**config.mk**
```make
export PLATFORM = sky130hd
export DESIGN_NAME = cascaded_biquad_lowpass_unit
export DESIGN_NICKNAME = d
export VERILOG_FILES = /design/src/hdl/bqd_pkg.sv /design/src/hdl/bqd_coefs.sv /design/src/hdl/bqd_mac.sv /design/src/hdl/cascaded_biquad_lowpass_unit.sv
export SDC_FILE = /design/constraint.sdc
export NUM_CORES = 2
export LEC_CHECK = 0
export ABC_CLOCK_PERIOD_IN_PS = 11240
export BUFFER_PORTS_ARGS = -buffer_cell sky130_fd_sc_hd__buf_4
export CORE_ASPECT_RATIO = 2
export CORE_UTILIZATION = 43
export DETAILED_ROUTE_END_ITERATION = 12
export GPL_TIMING_DRIVEN = 1
export SLEW_MARGIN = 30
export SYNTH_ARGS = -nofsm -noshare
export SYNTH_HDL_FRONTEND = slang
export SYNTH_SLANG_ARGS = --single-unit
```
**constraint.sdc**
```tcl
create_clock -name clk -period 11.24 [get_ports clk]
set_clock_uncertainty 0.2 [all_clocks]
set_input_delay 2.248 -clock clk [delete_from_list [all_inputs] [get_ports clk]]
set_output_delay 2.248 -clock clk [all_outputs]
set_load 0.01 [all_outputs]
```
**src/hdl/bqd_pkg.sv**
```systemverilog
// Shared constants, types and register codes of the cascaded biquad low-pass unit.
`timescale 1ns / 1ps

package bqd_pkg;

    // Field widths and fixed-point format.
    localparam int SAMPLE_W = 16;
    localparam int COEF_W   = 16;
    localparam int FRAC_W   = 14;

    // Digit-serial datapath: sample operands enter the multipliers one digit at a time.
    localparam int DIGIT_W  = 4;
    localparam int DIGITS   = SAMPLE_W / DIGIT_W;
    localparam int CNT_W    = (DIGITS > 1) ? $clog2(DIGITS) : 1;

    // Five taps per section: current input, two past inputs, two past outputs.
    localparam int N_TAPS   = 5;
    localparam int TAP_X0   = 0;
    localparam int TAP_X1   = 1;
    localparam int TAP_X2   = 2;
    localparam int TAP_Y1   = 3;
    localparam int TAP_Y2   = 4;

    // Accumulator widths: one digit product, the sum of five, the running sum.
    localparam int PROD_W   = COEF_W + DIGIT_W + 2;
    localparam int PART_W   = PROD_W + 3;
    localparam int ACC_W    = PART_W + 1;
    localparam int FULL_W   = ACC_W + SAMPLE_W;

    // Configuration port.
    localparam int CFG_IDX_W = 3;

    typedef enum logic [CFG_IDX_W-1:0] {
        REG_B0 = 3'd0,
        REG_B1 = 3'd1,
        REG_B2 = 3'd2,
        REG_A1 = 3'd3,
        REG_A2 = 3'd4
    } cfg_reg_t;

    typedef logic signed [SAMPLE_W-1:0] sample_t;
    typedef logic signed [COEF_W-1:0]   coef_t;

    // Coefficients carried one bit wider so the feedback taps can be negated exactly.
    typedef logic [N_TAPS-1:0][COEF_W:0]     tap_coefs_t;
    typedef logic [N_TAPS-1:0][SAMPLE_W-1:0] tap_samples_t;

    // Request from the sequencer to the multiply-accumulate unit.
    typedef struct packed {
        logic         start;
        tap_samples_t opnd;
    } mac_ctrl_t;

    // Report from the multiply-accumulate unit back to the sequencer.
    typedef struct packed {
        logic    done;
        sample_t res;
    } mac_stat_t;

endpackage

```
**src/hdl/bqd_coefs.sv**
```systemverilog
// Coefficient registers with write decode and negated feedback taps.
`timescale 1ns / 1ps

module bqd_coefs
(
    input  logic                             clk,
    input  logic                             rst_n,
    input  logic                             cfg_we,
    input  logic [bqd_pkg::CFG_IDX_W-1:0]    cfg_index,
    input  logic [bqd_pkg::COEF_W-1:0]       cfg_data,
    output bqd_pkg::tap_coefs_t              coefs
);

    bqd_pkg::coef_t b0_reg, b1_reg, b2_reg, a1_reg, a2_reg;

    // Register writes; an index past the last register is dropped.
    always_ff @(posedge clk or negedge rst_n)
    begin
        if (!rst_n)
        begin
            b0_reg <= bqd_pkg::COEF_W'(1 << bqd_pkg::FRAC_W);
            b1_reg <= '0;
            b2_reg <= '0;
            a1_reg <= '0;
            a2_reg <= '0;
        end
        else if (cfg_we)
        begin
            case (cfg_index)
                bqd_pkg::REG_B0: b0_reg <= cfg_data;
                bqd_pkg::REG_B1: b1_reg <= cfg_data;
                bqd_pkg::REG_B2: b2_reg <= cfg_data;
                bqd_pkg::REG_A1: a1_reg <= cfg_data;
                bqd_pkg::REG_A2: a2_reg <= cfg_data;
                default: ;
            endcase
        end
    end

    // Feedback taps are subtracted, so they are handed on negated.
    always_comb
    begin
        coefs[bqd_pkg::TAP_X0] = {b0_reg[bqd_pkg::COEF_W-1], b0_reg};
        coefs[bqd_pkg::TAP_X1] = {b1_reg[bqd_pkg::COEF_W-1], b1_reg};
        coefs[bqd_pkg::TAP_X2] = {b2_reg[bqd_pkg::COEF_W-1], b2_reg};
        coefs[bqd_pkg::TAP_Y1] = -{a1_reg[bqd_pkg::COEF_W-1], a1_reg};
        coefs[bqd_pkg::TAP_Y2] = -{a2_reg[bqd_pkg::COEF_W-1], a2_reg};
    end

endmodule

```
**src/hdl/bqd_mac.sv**
```systemverilog
// Digit-serial five-tap multiply-accumulate with rounding and saturation.
`timescale 1ns / 1ps

module bqd_mac
(
    input  logic                    clk,
    input  logic                    rst_n,
    input  bqd_pkg::mac_ctrl_t      ctrl,
    input  bqd_pkg::tap_coefs_t     coefs,
    output bqd_pkg::mac_stat_t      stat
);

    localparam logic signed [bqd_pkg::FULL_W-1:0] RND =
        bqd_pkg::FULL_W'(1) <<< (bqd_pkg::FRAC_W - 1);
    localparam logic signed [bqd_pkg::FULL_W-1:0] SAT_HI =
        bqd_pkg::FULL_W'((64'sd1 <<< (bqd_pkg::SAMPLE_W - 1)) - 64'sd1);
    localparam logic signed [bqd_pkg::FULL_W-1:0] SAT_LO = -SAT_HI - 1;

    // Control state.
    logic                          busy_reg, busy_next;
    logic                          fin_reg, fin_next;
    logic                          done_reg;
    logic [bqd_pkg::CNT_W-1:0]     cnt_reg, cnt_next;

    // Datapath: operand shift registers, running sum and the bits shifted out below it.
    bqd_pkg::tap_samples_t                opnd_reg, opnd_next;
    logic signed [bqd_pkg::ACC_W-1:0]     acc_reg, acc_next;
    logic [bqd_pkg::SAMPLE_W-1:0]         low_reg, low_next;
    bqd_pkg::sample_t                     res_reg, res_next;

    logic                                 last_digit;
    logic signed [bqd_pkg::PART_W-1:0]    part;
    logic signed [bqd_pkg::ACC_W-1:0]     sum;
    logic signed [bqd_pkg::FULL_W-1:0]    full;
    logic signed [bqd_pkg::FULL_W-1:0]    shifted;

    assign last_digit = (cnt_reg == bqd_pkg::CNT_W'(bqd_pkg::DIGITS - 1));

    // One digit of every operand times its coefficient, summed over the five taps.
    // The top digit carries the sign; the lower digits are unsigned.
    always_comb
    begin
        logic signed [bqd_pkg::DIGIT_W:0]  dig;
        logic signed [bqd_pkg::PROD_W-1:0] prod;
        part = '0;
        for (int k = 0; k < bqd_pkg::N_TAPS; k++)
        begin
            if (last_digit)
                dig = {opnd_reg[k][bqd_pkg::DIGIT_W-1], opnd_reg[k][bqd_pkg::DIGIT_W-1:0]};
            else
                dig = {1'b0, opnd_reg[k][bqd_pkg::DIGIT_W-1:0]};
            prod = $signed(coefs[k]) * dig;
            part = part + bqd_pkg::PART_W'(prod);
        end
    end

    // The sum moves down one digit per step; its low digit drops into low_reg.
    assign sum = acc_reg + bqd_pkg::ACC_W'(part);

    // Rounding half up, scaling and clamping of the finished sum.
    assign full    = {acc_reg, low_reg};
    assign shifted = (full + RND) >>> bqd_pkg::FRAC_W;

    always_comb
    begin
        if (shifted > SAT_HI)
            res_next = SAT_HI[bqd_pkg::SAMPLE_W-1:0];
        else if (shifted < SAT_LO)
            res_next = SAT_LO[bqd_pkg::SAMPLE_W-1:0];
        else
            res_next = shifted[bqd_pkg::SAMPLE_W-1:0];
    end

    // Next values of the step control and the datapath.
    always_comb
    begin
        busy_next = busy_reg;
        fin_next  = 1'b0;
        cnt_next  = cnt_reg;
        opnd_next = opnd_reg;
        acc_next  = acc_reg;
        low_next  = low_reg;
        if (ctrl.start)
        begin
            busy_next = 1'b1;
            cnt_next  = '0;
            opnd_next = ctrl.opnd;
            acc_next  = '0;
        end
        else if (busy_reg)
        begin
            for (int k = 0; k < bqd_pkg::N_TAPS; k++)
            begin
                opnd_next[k] = opnd_reg[k] >> bqd_pkg::DIGIT_W;
            end
            acc_next = sum >>> bqd_pkg::DIGIT_W;
            low_next = {sum[bqd_pkg::DIGIT_W-1:0],
                        low_reg[bqd_pkg::SAMPLE_W-1:bqd_pkg::DIGIT_W]};
            cnt_next = cnt_reg + 1'b1;
            if (last_digit)
            begin
                busy_next = 1'b0;
                fin_next  = 1'b1;
            end
        end
    end

    always_ff @(posedge clk or negedge rst_n)
    begin
        if (!rst_n)
        begin
            busy_reg <= 1'b0;
            fin_reg  <= 1'b0;
            done_reg <= 1'b0;
            cnt_reg  <= '0;
        end
        else
        begin
            busy_reg <= busy_next;
            fin_reg  <= fin_next;
            done_reg <= fin_reg;
            cnt_reg  <= cnt_next;
        end
    end

    always_ff @(posedge clk)
    begin
        opnd_reg <= opnd_next;
        acc_reg  <= acc_next;
        low_reg  <= low_next;
        if (fin_reg)
            res_reg <= res_next;
    end

    assign stat.done = done_reg;
    assign stat.res  = res_reg;

endmodule

```
**src/hdl/cascaded_biquad_lowpass_unit.sv**
```systemverilog
// Top level of the cascaded biquad low-pass unit: sequencer, section history, output register.
`timescale 1ns / 1ps

// Two direct-form-I biquad sections in cascade share one coefficient set and one
// digit-serial multiply-accumulate unit that takes the sample operands four bits per
// cycle. Each section runs a load step, one step per operand digit and a rounding
// step, and the cycle that hands a section's result on also loads the next step. A
// new item is taken only once the unit is idle again, after the last result has
// entered the output register. The digit count of the shared unit sets how long each
// section runs. src_stall stays high while an item is being filtered. Coefficients
// reset to a pass-through filter (b0 = 1.0); the user must write them only while the
// unit is idle, which the unit itself does not enforce.

module cascaded_biquad_lowpass_unit
(
    input  logic                            clk,
    input  logic                            rst_n,
    input  logic                            src_valid,
    output logic                            src_stall,
    input  logic [bqd_pkg::SAMPLE_W-1:0]    sample_in,
    output logic                            dst_valid,
    input  logic                            dst_stall,
    output logic [bqd_pkg::SAMPLE_W-1:0]    sample_out,
    input  logic                            cfg_we,
    input  logic [bqd_pkg::CFG_IDX_W-1:0]   cfg_index,
    input  logic [bqd_pkg::COEF_W-1:0]      cfg_data
);

    typedef enum logic [3:0] {
        ST_IDLE = 4'b0001,
        ST_SEC1 = 4'b0010,
        ST_SEC2 = 4'b0100,
        ST_OUT  = 4'b1000
    } state_t;

    state_t state_reg, state_next;

    // Past inputs and outputs of each section: x1, x2, y1, y2.
    bqd_pkg::sample_t s1_x1_reg, s1_x2_reg, s1_y1_reg, s1_y2_reg;
    bqd_pkg::sample_t s2_x1_reg, s2_x2_reg, s2_y1_reg, s2_y2_reg;

    logic                dst_valid_reg, dst_valid_next;
    bqd_pkg::sample_t    sample_out_reg;

    bqd_pkg::tap_coefs_t coefs;
    bqd_pkg::mac_ctrl_t  mac_ctrl;
    bqd_pkg::mac_stat_t  mac_stat;

    logic accept;
    logic out_free;
    logic start_s1;
    logic start_s2;
    logic load_out;

    bqd_coefs u_coefs
    (
        .clk       (clk),
        .rst_n     (rst_n),
        .cfg_we    (cfg_we),
        .cfg_index (cfg_index),
        .cfg_data  (cfg_data),
        .coefs     (coefs)
    );

    bqd_mac u_mac
    (
        .clk   (clk),
        .rst_n (rst_n),
        .ctrl  (mac_ctrl),
        .coefs (coefs),
        .stat  (mac_stat)
    );

    assign src_stall = (state_reg != ST_IDLE);
    assign accept    = src_valid && !src_stall;
    assign out_free  = !dst_valid_reg || !dst_stall;

    // Section one starts on an accepted item, section two on the result of section one.
    assign start_s1 = accept;
    assign start_s2 = (state_reg == ST_SEC1) && mac_stat.done;
    assign load_out = ((state_reg == ST_SEC2) && mac_stat.done && out_free)
                   || ((state_reg == ST_OUT) && out_free);

    // Operands for the shared unit come from the section that is about to run.
    always_comb
    begin
        mac_ctrl.start = start_s1 || start_s2;
        if (state_reg == ST_SEC1)
        begin
            mac_ctrl.opnd[bqd_pkg::TAP_X0] = mac_stat.res;
            mac_ctrl.opnd[bqd_pkg::TAP_X1] = s2_x1_reg;
            mac_ctrl.opnd[bqd_pkg::TAP_X2] = s2_x2_reg;
            mac_ctrl.opnd[bqd_pkg::TAP_Y1] = s2_y1_reg;
            mac_ctrl.opnd[bqd_pkg::TAP_Y2] = s2_y2_reg;
        end
        else
        begin
            mac_ctrl.opnd[bqd_pkg::TAP_X0] = sample_in;
            mac_ctrl.opnd[bqd_pkg::TAP_X1] = s1_x1_reg;
            mac_ctrl.opnd[bqd_pkg::TAP_X2] = s1_x2_reg;
            mac_ctrl.opnd[bqd_pkg::TAP_Y1] = s1_y1_reg;
            mac_ctrl.opnd[bqd_pkg::TAP_Y2] = s1_y2_reg;
        end
    end

    // Sequencer.
    always_comb
    begin
        state_next = state_reg;
        case (state_reg)
            ST_IDLE:
            begin
                if (accept)
                    state_next = ST_SEC1;
            end
            ST_SEC1:
            begin
                if (mac_stat.done)
                    state_next = ST_SEC2;
            end
            ST_SEC2:
            begin
                if (mac_stat.done)
                    state_next = out_free ? ST_IDLE : ST_OUT;
            end
            ST_OUT:
            begin
                if (out_free)
                    state_next = ST_IDLE;
            end
            default:
            begin
                state_next = ST_IDLE;
            end
        endcase
    end

    // Output register: filled by a new result, emptied when the item is taken.
    always_comb
    begin
        dst_valid_next = dst_valid_reg;
        if (load_out)
            dst_valid_next = 1'b1;
        else if (dst_valid_reg && !dst_stall)
            dst_valid_next = 1'b0;
    end

    always_ff @(posedge clk or negedge rst_n)
    begin
        if (!rst_n)
        begin
            state_reg     <= ST_IDLE;
            dst_valid_reg <= 1'b0;
            s1_x1_reg     <= '0;
            s1_x2_reg     <= '0;
            s1_y1_reg     <= '0;
            s1_y2_reg     <= '0;
            s2_x1_reg     <= '0;
            s2_x2_reg     <= '0;
            s2_y1_reg     <= '0;
            s2_y2_reg     <= '0;
        end
        else
        begin
            state_reg     <= state_next;
            dst_valid_reg <= dst_valid_next;
            // Input history moves when a section starts, output history when it ends.
            if (start_s1)
            begin
                s1_x1_reg <= sample_in;
                s1_x2_reg <= s1_x1_reg;
            end
            if (start_s2)
            begin
                s1_y1_reg <= mac_stat.res;
                s1_y2_reg <= s1_y1_reg;
                s2_x1_reg <= mac_stat.res;
                s2_x2_reg <= s2_x1_reg;
            end
            if ((state_reg == ST_SEC2) && mac_stat.done)
            begin
                s2_y1_reg <= mac_stat.res;
                s2_y2_reg <= s2_y1_reg;
            end
        end
    end

    always_ff @(posedge clk)
    begin
        if (load_out)
            sample_out_reg <= mac_stat.res;
    end

    assign dst_valid  = dst_valid_reg;
    assign sample_out = sample_out_reg;

endmodule

```
Word-level counts from Yosys, hierarchy flattened:

Index checks and enable logic that the tools add are counted.

* equal/unequal tests: 14
* order comparisons: 2
* shift operators: 0
* bitwise logic cells: 1
* $add $sub $neg: 9
* multiply operators: 5
* divide/modulo/power cells: 0
* reduce and logical (&&, ||, !) cells: 22
* mux-type cells: 25

Operators by type and width (number)
* $mux W80: 3
* $mul A16 B5 Y21: 3
* $add A25 B22 Y25: 2
* $mul A17 B5 Y22: 2
* $add A38 B15 Y39 const B: 1
* $neg A17 Y17: 2
* $add A22 B25 Y26: 1
* $gt A25 B16 Y1 const B: 1
* $lt A25 B16 Y1 const B: 1
* $mux W5: 5
* $add A22 B21 Y23: 1
* $add A21 B21 Y22: 1
* $mux W4: 5
* $mux W16: 1
* $pmux W4 S4: 1
* $reduce_and A2 Y1: 6
* $mux W1: 8
* $eq A3 B2 Y1 const B: 2
* $logic_and A1 B1 Y1: 6
* $eq A4 B1 Y1 const B: 1
* $eq A4 B2 Y1 const B: 1
* $eq A4 B3 Y1 const B: 1
* $eq A4 B4 Y1 const B: 1
* $mux W2: 2
* 13 further kinds: 20

* output and inout bits: 18
* memories kept: 0
* input port bits: 40
* bits in latches: 0
* register bits: 336
* memory bits (writable): 0
* word-level logic and storage cells: 104
* bits in read-only memories: 0

Depth between registers and ports, before layout:

* word-level depth: 8
* depth in mapped cells: 48
* mapped depth without buffers: 45

Cells and area by module:

From an unflattened synthesis, not the netlist that was laid out.

* cells, all modules: 2697
* area, all modules: 30730.7 um^2

Modules (own cells, without submodules)
* bqd_mac: area each 21624.5 um^2, instances 1, cells each 2090, sequential area each 3538.4 um^2
* cascaded_biquad_lowpass_unit: area each 5447.7 um^2, instances 1, cells each 341, sequential area each 3009.1 um^2
* bqd_coefs: area each 3658.5 um^2, instances 1, cells each 266, sequential area each 2003.2 um^2

Least setup slack after synthesis:

OpenSTA, ideal clock, no wires.

* path kind: flip-flop to flip-flop
* from: register u_mac.cnt_reg[0] (netlist bit)
* to: register u_mac.acc_reg[19] (netlist bit)
* buffers on the path: 3
* arrival: 11.039 ns
* data required time: 10.924 ns
* library setup time: 0.116 ns
* slack: -0.115 ns
* stages on the path, launching flop included: 47
* clock period less this slack: 11.355 ns
* cells stage by stage: dfrtp_1 ha_1 clkbuf_1 and2_1 inv_1 clkbuf_1 nor2_1 fa_1 inv_1 fa_1 inv_1 fa_1 fa_1 inv_1 fa_1 fa_1 inv_1 ha_1 (+11 left out) fa_1 fa_1 inv_1 ha_1 nand2_1 a2111oi_2 o31ai_1 and2_1 xnor2_1 ha_1 a21o_1 a21oi_1 o21ai_0 a2111oi_0 o21ai_0 a41oi_1 mux2i_1 a31o_2

* cells in the longest elaborated chain, start to end: 8
* elaborated cells between the ends (all ways): 16
* classes of those cells: add/sub: 5; mul: 5; eq/ne: 1; mux: 5

RTL lines
* start: declaration: RTL line bqd_mac.sv:23 `logic [bqd_pkg::CNT_W-1:0] cnt_reg, cnt_next;`
* start signal: assignment: RTL line bqd_mac.sv:122 `cnt_reg <= cnt_next;`
* $eq A2 B2 Y1 *: RTL line bqd_mac.sv:37 `assign last_digit = (cnt_reg == bqd_pkg::CNT_W'(bqd_pkg::DIGITS - 1));`
* $mux W5: RTL line bqd_mac.sv:48 `if (last_digit)`
* $mul A16 B5 Y21: RTL line bqd_mac.sv:52 `prod = $signed(coefs[k]) * dig;`
* $add A21 B21 Y22: RTL line bqd_mac.sv:53 `part = part + bqd_pkg::PART_W'(prod);`
* $add A22 B21 Y23: RTL line bqd_mac.sv:53
* $add A25 B22 Y25: RTL line bqd_mac.sv:53
* $add A25 B22 Y25 *: RTL line bqd_mac.sv:53
* $add A22 B25 Y26 *: RTL line bqd_mac.sv:58 `assign sum = acc_reg + bqd_pkg::ACC_W'(part);`
* end signal: assignment: RTL line bqd_mac.sv:129 `acc_reg <= acc_next;`
* end: declaration: RTL line bqd_mac.sv:27 `logic signed [bqd_pkg::ACC_W-1:0] acc_reg, acc_next;`

Every way passes the cells marked *; elsewhere a longest branch is shown, timed or not.
A chain may end at the register's enable or synchronous reset.

Worst setup path after layout:

* from: register u_mac.cnt_reg[1] (netlist bit)
* to: register u_mac.acc_reg[18] (netlist bit)

Same word-level chain as after synthesis.

==> flow_summary.toml <==
[final_layout]
syn2layout_area_growth_pct = 15.46
final_cell_mix = "inv_1 (436), nand2_1 (408), fa_1 (406)"
fin_area_um2 = 34930
num_antenna_cells = 0
final_net_count = 3765
drive_above_1_share = 0.2008
largest_reg_flops = 80
fillers = 6461
layout.cells.most_common = "inv_1"

[clock_tree]
clockRootBuffer = "clkbuf_16"
htree_levels = 1
path_clk_slew_ns = 0.07
cts_tree = "yes"
numCtsBuffers = 31
clockBufferDepth = 3
hold_buffers = 0
clk-insertion-delay-late_ns = 0.62
cts.sinks = 323

[worst_setup_path]
critPathLaunchType = "register"
critPathKind = "register to register"
max_stage_delay_ns = 0.58
cp_max_fo = 5
worstReg2RegEnd = "u_mac.acc_reg[18]"
crit_slowest_cell = "fa_1"
cpMostUsedCell = "fa_1"
ff2ff_setup_slack_ns = 0.34
reg2reg_from = "u_mac.cnt_reg[1]"
worstSetupEndpoint = "u_mac.acc_reg[18]"
crit_path_end_kind = "register"
required_ns = 11.55
worst-endpoint-arrival_ns = 11.22
rr_worst_depth = 42
crit_path_start = "u_mac.cnt_reg[1]"

[global_route]
grt_pass1_vias = 24480
grt_overflow_total = 0
grt_use_total = 0.2409
antenna_found_initial = 0
grt_max_degree = 86
grt_first_pass_wirelength_um = 131500

[outcome]
status = "complete, no violations"

[yosys]
yosysSeqAreaShare = 0.2826
syn_area_um2 = 30260
synth_edf_count = 115
syn-num-nets = 3586
yosys.area.top_type = "fa_1"
yosys.area.top_type_share = 0.2713
avgSynthCellArea_um2 = 10.21
ys_seq_elements = 323
netlist_top_cells_area = "fa_1 (27%), dfrtp_1 (15%), edfxtp_1 (11%), ha_1 (7.1%), mux2_2 (6.5%)"
yosysWarnings = 0
synthDistinctLibCells = 80
synthFlopType = "dfrtp_1"
synth_cells = 2964
ys_async_sr_fraction = 0.5759

[sta]
fmax_mhz = 91.71
drv_slew = 0
finalCritPeriodShare = 0.9701
period_needed_ns = 10.90
setup_viol = 0
tightest_slew_ns = 1.096
relSlewSlack = 0.2695
finalHoldViolCount = 0

[floorplan]
row_count = 137
start_util = 0.4347
die_area_um2 = 71490
die_x_um = 189.6
pin_count = 58
die_y_um = 377.1
core_area_um2 = 69590

[route]
wirelength_um = 82860
wl_per_cell_um = 20.35
drtPass1Iterations = 5
viasPerCell = 5.333
ant_nets = 0
drc = 0
vias = 21709
drt_iter0_markers = 784

[placed_design]
io_buffers = 57
gp_congestion = 0.9083
dpl_cell_area_um2 = 32860
dp_hpwl_um = 66830

[worst_hold_path]
hp-start = "s1_x2_reg[13]"
min-delay-path-class = "register to register"

[flow_run]
cap_violations = 0
-- kinds of logic after synthesis --
family,count (synthesis),share of synthesized area
xor gates and xnor gates,114,0.03300
adders and majority gates,582,0.3424
muxes,187,0.06906
buffers and inverters,544,0.06906
and+or+nand+nor,902,0.1367
AOI/OAI and AO/OA,312,0.06716
DFF,323,0.2826
-- synthesized netlist by cell type (4+ instances only) --
cell,count
a211oi_1,9
a21o_1,27
a21oi_1,70
a31o_2,6
a31oi_1,69
and2_1,141
and3_1,5
buf_1,6
buf_2,12
clkbuf_1,75
dfrtp_1,184
dfxtp_1,22
edfxtp_1,115
fa_1,410
ha_1,172
inv_1,446
mux2_2,174
mux2i_1,13
nand2_1,420
nand2b_1,33
nand3_1,20
nand3b_1,6
nand4_1,6
nor2_1,183
nor2b_1,10
nor3_1,23
nor3b_1,4
nor4_1,13
o2111ai_1,4
o211ai_1,4
o21a_1,15
o21ai_0,61
o21bai_1,8
o22ai_1,4
o31ai_1,4
or2_2,12
or3_1,7
xnor2_1,74
xor2_1,40
-- repair_timing --
action / CTS / global route
endpoints found under the setup margin: 7 / 13
buffers inserted: 3 / 12
resized for setup: 20 / 152
hold endpoints to repair: 0 / 0
gates cloned: 0 / 1
pin swaps: 6 / 96
-- routing by layer --
layer  vias to the layer above  GRT usage  part of all wire
met5                         -          0                 0
met4                         0     0.1467             0.068
met3                       269    0.02149             0.027
met1                     11100     0.2261              0.32
li1                       9852          -                 -
met2                       488     0.4872              0.59
-- critical path, delay by kind of cell, from the launching register on --
kind / cells / cell delay, ns
fa+ha+maj: 15 / 6.19
simple gates: 2 / 0.34
xor+xnor: 3 / 0.52
compound gates: 13 / 2.31
buf+inv: 9 / 0.84
flops: 1 / 0.40
-- per-stage QoR --
step	instances	utilization	worst slack [ns]	hold slack, ns	TNS, ns
floorplan	2964	-	0.05880	0.2632	0
finish	4071	0.5020	0.3363	0.3086	0
global route	4071	0.5020	-0.06204	0.3203	-0.1120
detailed placement	3998	0.4722	-0.2716	0.2932	-1.137
CTS	4059	0.4892	0.001803	0.3088	0
global placement	3998	0.4721	-0.2171	0.2881	-0.6430
-- area by class of cell --
cell class	count	area (um2)	share of cell area
sequential	323	8551	0.2448
clock buffer	42	857.1	0.02453
inverter	446	1674	0.04792
clock inverter	16	205.2	0.005874
tap	903	1130	0.03234
multi-input combinational	2097	20500	0.5869
timing repair buffer	244	2014	0.05766
-- worst min path at each step --
| stage | endpoint | depth (start not counted) |
|---|---|---|
| after floorplan | sample_out[0] | 0 |
| after global placement | s1_x2_reg[14] | 1 |
| after detailed placement | s1_x2_reg[12] | 1 |
| after CTS | s1_x2_reg[12] | 1 |
| after global routing | s2_y2_reg[15] | 1 |
| final | s1_x2_reg[13] | 1 |
Power is not shown: default switching activity piles up to over one toggle a cycle in this logic, so the estimate is an artifact.
